<file path="config.mk">
export PLATFORM = sky130hd
export DESIGN_NAME = reader_frame_parser_top
export DESIGN_NICKNAME = d
export VERILOG_FILES = /design/src/rtl/rfp_pkg.sv /design/src/rtl/reader_frame_parser_top.sv
export SDC_FILE = /design/constraint.sdc
export NUM_CORES = 1
export LEC_CHECK = 0
export ABC_AREA = 0
export BUFFER_PORTS_ARGS = -buffer_cell sky130_fd_sc_hd__buf_2
export CAP_MARGIN = 30
export CELL_PAD_IN_SITES_DETAIL_PLACEMENT = 1
export CELL_PAD_IN_SITES_GLOBAL_PLACEMENT = 1
export CORE_MARGIN = 1
export CORE_UTILIZATION = 43
export CTS_BUF_LIST = sky130_fd_sc_hd__clkbuf_8
export CTS_CLUSTER_SIZE = 12
export DETAILED_ROUTE_END_ITERATION = 10
export PLACE_DENSITY = 0.78
export SKIP_CTS_REPAIR_TIMING = 1
export SYNTH_ARGS = -nofsm -noshare
export SYNTH_HDL_FRONTEND = slang
export SYNTH_SLANG_ARGS = --single-unit
</file>
<file path="constraint.sdc">
create_clock -name clk -period 3.83 [get_ports clk]
set_clock_uncertainty 0.05 [all_clocks]
set_input_delay 0.383 -clock clk [delete_from_list [all_inputs] [get_ports clk]]
set_output_delay 0.383 -clock clk [all_outputs]
set_load 0.005 [all_outputs]
</file>
<file path="src/rtl/rfp_pkg.sv">
package rfp_pkg;

  // frame constants
  localparam logic [7:0] HDR_BYTE = 8'hA0;
  localparam logic [7:0] MIN_LEN  = 8'd3;

  // result kinds
  localparam logic KIND_DATA = 1'b0;
  localparam logic KIND_END  = 1'b1;

  // frame end status codes
  typedef enum logic [1:0] {
    ST_OK      = 2'd0,
    ST_BAD_SUM = 2'd1,
    ST_SHORT   = 2'd2
  } status_t;

  // parser phases, one-hot
  typedef enum logic [5:0] {
    PH_HUNT = 6'b000001,
    PH_LEN  = 6'b000010,
    PH_ADDR = 6'b000100,
    PH_CMD  = 6'b001000,
    PH_DATA = 6'b010000,
    PH_SUM  = 6'b100000
  } phase_t;

endpackage

</file>
<file path="src/rtl/reader_frame_parser_top.sv">
// registered output: the result of an accepted byte shows at out_* in the cycle after it is taken
// throughput: one byte per cycle; the only stall comes from a held, unread result beat
// the phase register and running sum are updated in the same cycle the byte is taken
// reset (rst_n low, synchronous): parser hunts for a header, sum, count and held bytes
// are cleared, and the result register is empty
module reader_frame_parser_top (
  input  logic       clk,
  input  logic       rst_n,
  input  logic       in_valid,
  output logic       in_stall,
  input  logic [7:0] in_rx_byte,
  output logic       out_valid,
  input  logic       out_stall,
  output logic       out_kind,
  output logic [7:0] out_byte_value,
  output logic [7:0] out_frame_address,
  output logic [7:0] out_frame_command,
  output logic [7:0] out_payload_length,
  output logic [1:0] out_status,
  output logic       out_frame_last
);

  rfp_pkg::phase_t phase_r, phase_nxt;
  logic [7:0] left_r, left_nxt;
  logic [7:0] sum_r, sum_nxt;
  logic [7:0] addr_r, addr_nxt;
  logic [7:0] cmd_r, cmd_nxt;
  logic [7:0] len_r, len_nxt;

  logic       res_vld;
  logic       res_kind;
  logic [7:0] res_byte;
  logic [7:0] res_addr;
  logic [7:0] res_cmd;
  logic [7:0] res_len;
  logic [1:0] res_status;

  logic       out_valid_r;
  logic       kind_r;
  logic [7:0] byte_r;
  logic [7:0] faddr_r;
  logic [7:0] fcmd_r;
  logic [7:0] plen_r;
  logic [1:0] status_r;

  logic       accept;
  logic [7:0] b;
  logic [7:0] sum_add;
  logic [7:0] left_dec;

  // input handshake: only a held, stalled result blocks the next byte
  assign in_stall = out_valid_r & out_stall;
  assign accept   = in_valid & ~in_stall;
  assign b        = in_rx_byte;
  assign sum_add  = sum_r + b;
  assign left_dec = left_r - 8'd1;

  // per-byte parse step
  always_comb begin
    phase_nxt  = phase_r;
    left_nxt   = left_r;
    sum_nxt    = sum_r;
    addr_nxt   = addr_r;
    cmd_nxt    = cmd_r;
    len_nxt    = len_r;
    res_vld    = 1'b0;
    res_kind   = rfp_pkg::KIND_DATA;
    res_byte   = 8'd0;
    res_addr   = 8'd0;
    res_cmd    = 8'd0;
    res_len    = 8'd0;
    res_status = rfp_pkg::ST_OK;
    case (phase_r)
      rfp_pkg::PH_LEN: begin
        if (b < rfp_pkg::MIN_LEN) begin
          phase_nxt  = rfp_pkg::PH_HUNT;
          sum_nxt    = 8'd0;
          res_vld    = 1'b1;
          res_kind   = rfp_pkg::KIND_END;
          res_status = rfp_pkg::ST_SHORT;
        end else begin
          sum_nxt   = sum_add;
          len_nxt   = b - rfp_pkg::MIN_LEN;
          left_nxt  = b - rfp_pkg::MIN_LEN;
          phase_nxt = rfp_pkg::PH_ADDR;
        end
      end
      rfp_pkg::PH_ADDR: begin
        sum_nxt   = sum_add;
        addr_nxt  = b;
        phase_nxt = rfp_pkg::PH_CMD;
      end
      rfp_pkg::PH_CMD: begin
        sum_nxt   = sum_add;
        cmd_nxt   = b;
        phase_nxt = (left_r != 8'd0) ? rfp_pkg::PH_DATA : rfp_pkg::PH_SUM;
      end
      rfp_pkg::PH_DATA: begin
        sum_nxt  = sum_add;
        left_nxt = left_dec;
        if (left_dec == 8'd0) begin
          phase_nxt = rfp_pkg::PH_SUM;
        end
        res_vld  = 1'b1;
        res_kind = rfp_pkg::KIND_DATA;
        res_byte = b;
      end
      rfp_pkg::PH_SUM: begin
        phase_nxt  = rfp_pkg::PH_HUNT;
        sum_nxt    = 8'd0;
        res_vld    = 1'b1;
        res_kind   = rfp_pkg::KIND_END;
        res_addr   = addr_r;
        res_cmd    = cmd_r;
        res_len    = len_r;
        res_status = (sum_add == 8'd0) ? rfp_pkg::ST_OK : rfp_pkg::ST_BAD_SUM;
      end
      default: begin
        phase_nxt = rfp_pkg::PH_HUNT;
        if (b == rfp_pkg::HDR_BYTE) begin
          sum_nxt   = rfp_pkg::HDR_BYTE;
          left_nxt  = 8'd0;
          phase_nxt = rfp_pkg::PH_LEN;
        end
      end
    endcase
  end

  // parser state
  always_ff @(posedge clk) begin
    if (!rst_n) begin
      phase_r <= rfp_pkg::PH_HUNT;
      left_r  <= 8'd0;
      sum_r   <= 8'd0;
      addr_r  <= 8'd0;
      cmd_r   <= 8'd0;
      len_r   <= 8'd0;
    end else if (accept) begin
      phase_r <= phase_nxt;
      left_r  <= left_nxt;
      sum_r   <= sum_nxt;
      addr_r  <= addr_nxt;
      cmd_r   <= cmd_nxt;
      len_r   <= len_nxt;
    end
  end

  // result register valid
  always_ff @(posedge clk) begin
    if (!rst_n) begin
      out_valid_r <= 1'b0;
    end else if (accept && res_vld) begin
      out_valid_r <= 1'b1;
    end else if (!out_stall) begin
      out_valid_r <= 1'b0;
    end
  end

  // result register payload
  always_ff @(posedge clk) begin
    if (accept && res_vld) begin
      kind_r   <= res_kind;
      byte_r   <= res_byte;
      faddr_r  <= res_addr;
      fcmd_r   <= res_cmd;
      plen_r   <= res_len;
      status_r <= res_status;
    end
  end

  assign out_valid          = out_valid_r;
  assign out_kind           = kind_r;
  assign out_byte_value     = byte_r;
  assign out_frame_address  = faddr_r;
  assign out_frame_command  = fcmd_r;
  assign out_payload_length = plen_r;
  assign out_status         = status_r;
  assign out_frame_last     = kind_r;

  // payload byte always produces a data beat
  a_data_beat: assert property (@(posedge clk) disable iff (!rst_n)
    accept && phase_r == rfp_pkg::PH_DATA |=> out_valid && out_kind == rfp_pkg::KIND_DATA)
    else $error("payload byte did not produce a data beat");

  // checksum byte closes the frame and clears the sum
  a_sum_close: assert property (@(posedge clk) disable iff (!rst_n)
    accept && phase_r == rfp_pkg::PH_SUM |=>
      out_valid && out_kind == rfp_pkg::KIND_END && phase_r == rfp_pkg::PH_HUNT && sum_r == 8'd0)
    else $error("checksum byte did not end the frame");

  // error status only on frame end beats
  a_status_kind: assert property (@(posedge clk) disable iff (!rst_n)
    out_valid && out_status != rfp_pkg::ST_OK |-> out_kind == rfp_pkg::KIND_END)
    else $error("error status on a data beat");

  // hunting never emits a result
  a_hunt_quiet: assert property (@(posedge clk) disable iff (!rst_n)
    accept && phase_r == rfp_pkg::PH_HUNT && !out_valid |=> !out_valid)
    else $error("result emitted while hunting");

  // data phase always has bytes left to count
  a_left_nonzero: assert property (@(posedge clk) disable iff (!rst_n)
    phase_r == rfp_pkg::PH_DATA |-> left_r != 8'd0)
    else $error("data phase with zero bytes left");

endmodule
</file>
# [Yosys cells after proc, flatten, opt, wreduce, memory -nomap -nowiden]
# Cells that the tools add are included.
[op_classes] addsub=3 mul=0 div_mod_pow=0 order_cmp=1 eq_ne=9 shifts=0 mux=19 bitwise_logic=5 n_reduce_logical=15
[ops] op="$pmux W8 S3" count=2
[ops] op="$mux W8" count=4
[ops] op="$pmux W6 S5" count=1
[ops] op="$logic_not A8 Y1" count=2
[ops] op="$mux W6" count=2
[ops] op="$add A8 B8 Y8" count=1
[ops] op="$eq A8 B8 Y1 const B" count=1
[ops] op="$lt A8 B2 Y1 const B" count=1
[ops] op="$reduce_and A2 Y1" count=4
[ops] op="$reduce_bool A8 Y1" count=1
[ops] op="$sub A8 B1 Y8 const B" count=1
[ops] op="$sub A8 B2 Y8 const B" count=1
[ops] op="$eq A6 B2 Y1 const B" count=1
[ops] op="$eq A6 B3 Y1 const B" count=1
[ops] op="$eq A6 B4 Y1 const B" count=1
[ops] op="$eq A6 B5 Y1 const B" count=1
[ops] op="$eq A6 B6 Y1 const B" count=1
[ops] op="$reduce_or A3 Y1" count=2
[ops] op="$mux W1" count=4
[ops] op="$mux W2" count=2
[ops] op="$ne A2 B2 Y1 const B" count=2
[ops] op="$pmux W1 S2" count=2
[ops] op="$pmux W2 S2" count=1
[ops] op="$reduce_and A4 Y1" count=1
[ops] op="9 further kinds" count=12
[totals] register_bits=82 latchBits=0 ram_bits=0 mem_bits_ro=0 input_bits=12 out_inout_bits=38 wordCells=65 memories=0

# [Longest topological paths before layout]
[depth] word_depth=5 depth_mapped=7 ltp_nobuf=7

# [Worst setup path after synthesis]
# OpenSTA, ideal clock, no wires.
[synth_path] path_type="in2reg" start="in in_rx_byte[3]" end="reg byte_r[0] (netlist: out_byte_value[0]), enable pin" setup_time_ns=0.439 arrival_ns=3.201 t_required_ns=3.341 path_slack_ns=0.141 stages=5 n_path_buf=1 path_cell_list="clkbuf_1 or4_4 nor2_1 a31oi_2 a21oi_1"
[synth_via] elab_chain_cells=4
[synth_lines] item="start, declared" line_no="reader_frame_parser_top.sv:11" text="input logic [7:0] in_rx_byte,"
[synth_lines] item="$lt A8 B2 Y1" line_no="reader_frame_parser_top.sv:75" text="if (b < rfp_pkg::MIN_LEN) begin"
[synth_lines] item="$mux W1" line_no="reader_frame_parser_top.sv:75"
[synth_lines] item="$pmux W1 S2" line_no="reader_frame_parser_top.sv:73" text="case (phase_r)"
[synth_lines] item="$logic_and A1 B1 Y1" line_no="reader_frame_parser_top.sv:161" text="if (accept && res_vld) begin"
[synth_lines] item="end signal, assigned" line_no="reader_frame_parser_top.sv:163" text="byte_r <= res_byte;"
[synth_lines] item="end, declared" line_no="reader_frame_parser_top.sv:40" text="logic [7:0] byte_r;"
# No other way between the ends.
# A chain may end at the register's enable or synchronous reset.

# [Final worst setup path]
[layout_path] start="reg phase_r[3]" end="reg phase_r[0]"
[layout_via] elab_chain_cells=3 elab_cells_between_ends=8 cone_classes="eq/ne (6); mux (1); reduce/logical (1)"
[layout_lines] item="start, declared" line_no="reader_frame_parser_top.sv:23" text="rfp_pkg::phase_t phase_r, phase_nxt;"
[layout_lines] item="start signal, assigned" line_no="reader_frame_parser_top.sv:132" text="phase_r <= rfp_pkg::PH_HUNT;"
[layout_lines] item="start signal, assigned" line_no="reader_frame_parser_top.sv:139" text="phase_r <= phase_nxt;"
[layout_lines] item="$eq A6 B5 Y1" line_no="reader_frame_parser_top.sv:73"
[layout_lines] item="$ne A2 B2 Y1 (no source line)"
[layout_lines] item="$reduce_and A2 Y1 (no source line)"
# Several ways; a longest one is shown, not always the timed one.

==> summary.md <==
| Metric | Value |
|---|---|
| Ys Warns | `0` |
| Row Count | `35` |
| Initial core utilization | `44.3%` |
| CTS buffer count | `9` |
| Measured slew at the worst slew-check pin | `0.823 ns` |
| Sum Neg Setup Slack | `0 ns` |
| Crit start category | `flop` |
| Port buffer count | `49` |
| Largest net degree at the start of global routing | `36` |
| Clock Pin Slew Worst Setup and Hold Paths | `0.09 ns` |
| Top FF cell, synth | `dfxtp_1` |
| CTS Sinks | `82` |
| CP endpoint kind | `flop` |
| Peak supply drop | `0.208 mV` |
| Max Freq | `388 MHz` |
| Max transition margin | `44.8%` |
| Pwr Density | `385 mW/mm²` |
| Worst Reg-to-Reg Cells | `5` |
| Bufs on Longest Clock Path | `2` |
| Post-Synth XOR/XNOR Area | `3.42%` |
| Critical Path AT | `2.75 ns` |
| Tcrit/Tclk final | `67.3%` |
| Core Area | `0.00924 mm²` |
| Die Height | `99.6 µm` |
| Post-synthesis cell count | `400` |
| Cell Area, Synth | `0.00409 mm²` |
| Synth Area in Adders | `3.85%` |
| Compound-Gate Fraction of Synth Area | `17.3%` |
| CTS tree | `done` |
| GRT overflow | `0` |
| Avg Cell Area, Syn | `10.2 µm²` |
| Final hold viol count | `0` |
| WP data required | `4.00 ns` |
| Post-synthesis simple-gate area fraction | `20.9%` |
| Critical path class | `flop to flop` |
| Largest family of logic cells by synthesized area | `simple AND/OR/NAND/NOR gates` |
| Fraction of synthesized area in multiplexers | `2.20%` |
| Library cells used by synthesis | `68` |
| Ant. Diodes | `0` |
| Static leakage | `1.76 nW` |
| Clock Latency Late Sink | `0.36 ns` |
| Min Tclk post-route | `2.58 ns` |
| Initial DRC Count | `107` |
| I/O Pins | `50` |
| Async SR Flop Fraction | `0%` |
| Final Routed Wirelength | `10300 µm` |
| Vias in the first global route | `3276` |
| Layout Nets | `464` |
| Hold crit path type | `primary input to flop` |
| Synthesis-to-finish area growth | `14.5%` |
| M1 GR Usage | `27.2%` |
| Share of layout cells above drive strength 1 | `20.9%` |
| First-pass GRT wire length | `16500 µm` |
| Smallest hold slack | `0.285 ns` |
| Grt peak-use layer | `met2` |
| RSZ-0062 raised after global routing | `no` |
| Die area | `0.00992 mm²` |
| Root Buffer | `clkbuf_8` |
| Grt met2 use | `38.2%` |
| Setup-failing EPs final | `0` |
| Hold Path End | `out_valid` |
| R2R setup slack | `1.25 ns` |
| Critical R2R Capture | `phase_r[0]` |
| M3 GR Usage | `2.81%` |
| Slew Limit Fails | `0` |
| Count leader, synth | `dfxtp_1` |
| Post-synthesis net count | `424` |
| Max-Cap Viols | `0` |
| Die span in x | `99.6 µm` |
| Commonest cells post-synth | `dfxtp_1 (47), nor2_1 (39), edfxtp_1 (35), and2_1 (33), a21oi_1 (25)` |
| Worst reg2reg startpoint | `phase_r[3]` |
| Maximum level of the CTS H-tree | `3` |
| Largest cells by area after synthesis | `edfxtp_1 (26%), dfxtp_1 (23%), and2_1 (5.0%)` |
| Status | `finished, final reports clean` |
| Crit Path Max Fanout | `13` |
| Antenna violations before repair | `0` |
| Drt pass-1 iters | `4` |
| Area leader, netlist | `edfxtp_1` |
| Number of synthesized register bits | `82` |
| DRC viols | `0` |
| Post-synth EDFFs | `35` |
| GRT Util Overall | `21.7%` |
| Register area share after synthesis | `48.7%` |
| WHS Path Cells | `3` |
| Dpl hpwl | `7310 µm` |
| HP Start | `in_valid` |
| Top cell type's share of synthesized area | `25.7%` |
| Antenna-violating nets left | `0` |
| Routed vias/inst | `5.55` |
| Post-DR wirelength/cell | `17.9 µm` |
| RePlAce Congestion | `0.872` |
| Vias post-DR | `3183` |
layout make-up:
type | count | area, µm²
fill | 1070 | 4550
sequential | 82 | 1990
clock buffer | 9 | 124
clock inverter | 7 | 141
timing repair buffer | 52 | 268
inverter | 11 | 41.3
multi-input combinational | 284 | 1960
tap | 129 | 161
stage by stage:
stage / setup slack (ns) / util [%] / total power [mW] / instance area [µm²] / cells
after floorplan: 0.141 / - / 0.974 / 4090 / 400
after global placement: 1.23 / 47.9 / 0.999 / 4420 / 558
after detailed placement: 1.09 / 47.9 / 1.00 / 4420 / 558
after CTS: 1.24 / 50.8 / 1.82 / 4690 / 574
after global routing: 1.00 / 50.8 / 1.86 / 4690 / 574
final: 1.25 / 50.8 / 1.81 / 4690 / 574
critical path: stages, from the launching register on:
cell,delay (ns)
dfxtp_1,0.43
nor4_1,0.39
nand3b_1,0.54
a32oi_1,0.74
nor2b_1,0.20
o21ai_1,0.08
where the power goes:
group | internal [mW] | switching, mW | total, mW | leakage [nW]
combinational | 0.0224 | 0.0560 | 0.0784 | 0.921
clock | 0.502 | 0.324 | 0.825 | 0.136
sequential | 0.902 | 0.000293 | 0.903 | 0.703
total | 1.43 | 0.380 | 1.81 | 1.76
sequential cells by signal, indices dropped and copies added (netlist names):
name and count:
out_payload_length 8, addr_r 8, len_r 8, sum_r 8, out_byte_value 8, out_frame_command 8, out_valid 1, left_r 8
out_frame_address 8, phase_r 6, cmd_r 8, out_frame_last 1, out_status 2
worst max path at each step:
stage                        from                end  cells past startpoint
floorplan           in_rx_byte[3]  out_byte_value[0]                      5
global placement    in_rx_byte[1]      out_status[0]                      7
detailed placement  in_rx_byte[1]      out_status[0]                      7
CTS                    phase_r[3]         phase_r[0]                      5
global route           phase_r[3]         phase_r[0]                      5
finish                 phase_r[3]         phase_r[0]                      5
routing by layer:
layer,part of all wire [%],vias to the layer above
met5,0,-
met4,1.8,0
met3,2.4,14
met2,50,61
met1,46,1577
li1,-,1531
layout by cell type (no fill, tap or decap), types with 3 or more instances in the layout:
| master | instances |
|---|---|
| xor2_1 | 7 |
| nor4_1 | 6 |
| o21ai_1 | 4 |
| clkbuf_8 | 9 |
| a211oi_1 | 8 |
| nand2_2 | 3 |
| nor3b_1 | 3 |
| inv_1 | 11 |
| buf_4 | 3 |
| bufinv_16 | 4 |
| mux2i_1 | 9 |
| or3_1 | 3 |
| a21oi_1 | 24 |
| o21a_1 | 3 |
| buf_2 | 49 |
| nor2b_1 | 5 |
| and2_1 | 33 |
| or4_1 | 3 |
| a32oi_1 | 3 |
| dfxtp_1 | 47 |
| xnor2_1 | 9 |
| ha_1 | 11 |
| nand2_1 | 24 |
| a311oi_1 | 3 |
| o22ai_1 | 6 |
| o21ai_0 | 10 |
| o22a_1 | 4 |
| nor2_1 | 39 |
| nand3_1 | 11 |
| nor3_1 | 9 |
| edfxtp_1 | 35 |
logic make-up after synthesis:
family                   after synthesis
XOR/XNOR                              16
multiplexers                           9
AO/OA/AOI/OAI                         92
flip-flops                            82
buffers and inverters                 34
AND/OR/NAND/NOR                      155
adder cells (fa/ha/maj)               12
(Power assumes the default switching activity.)
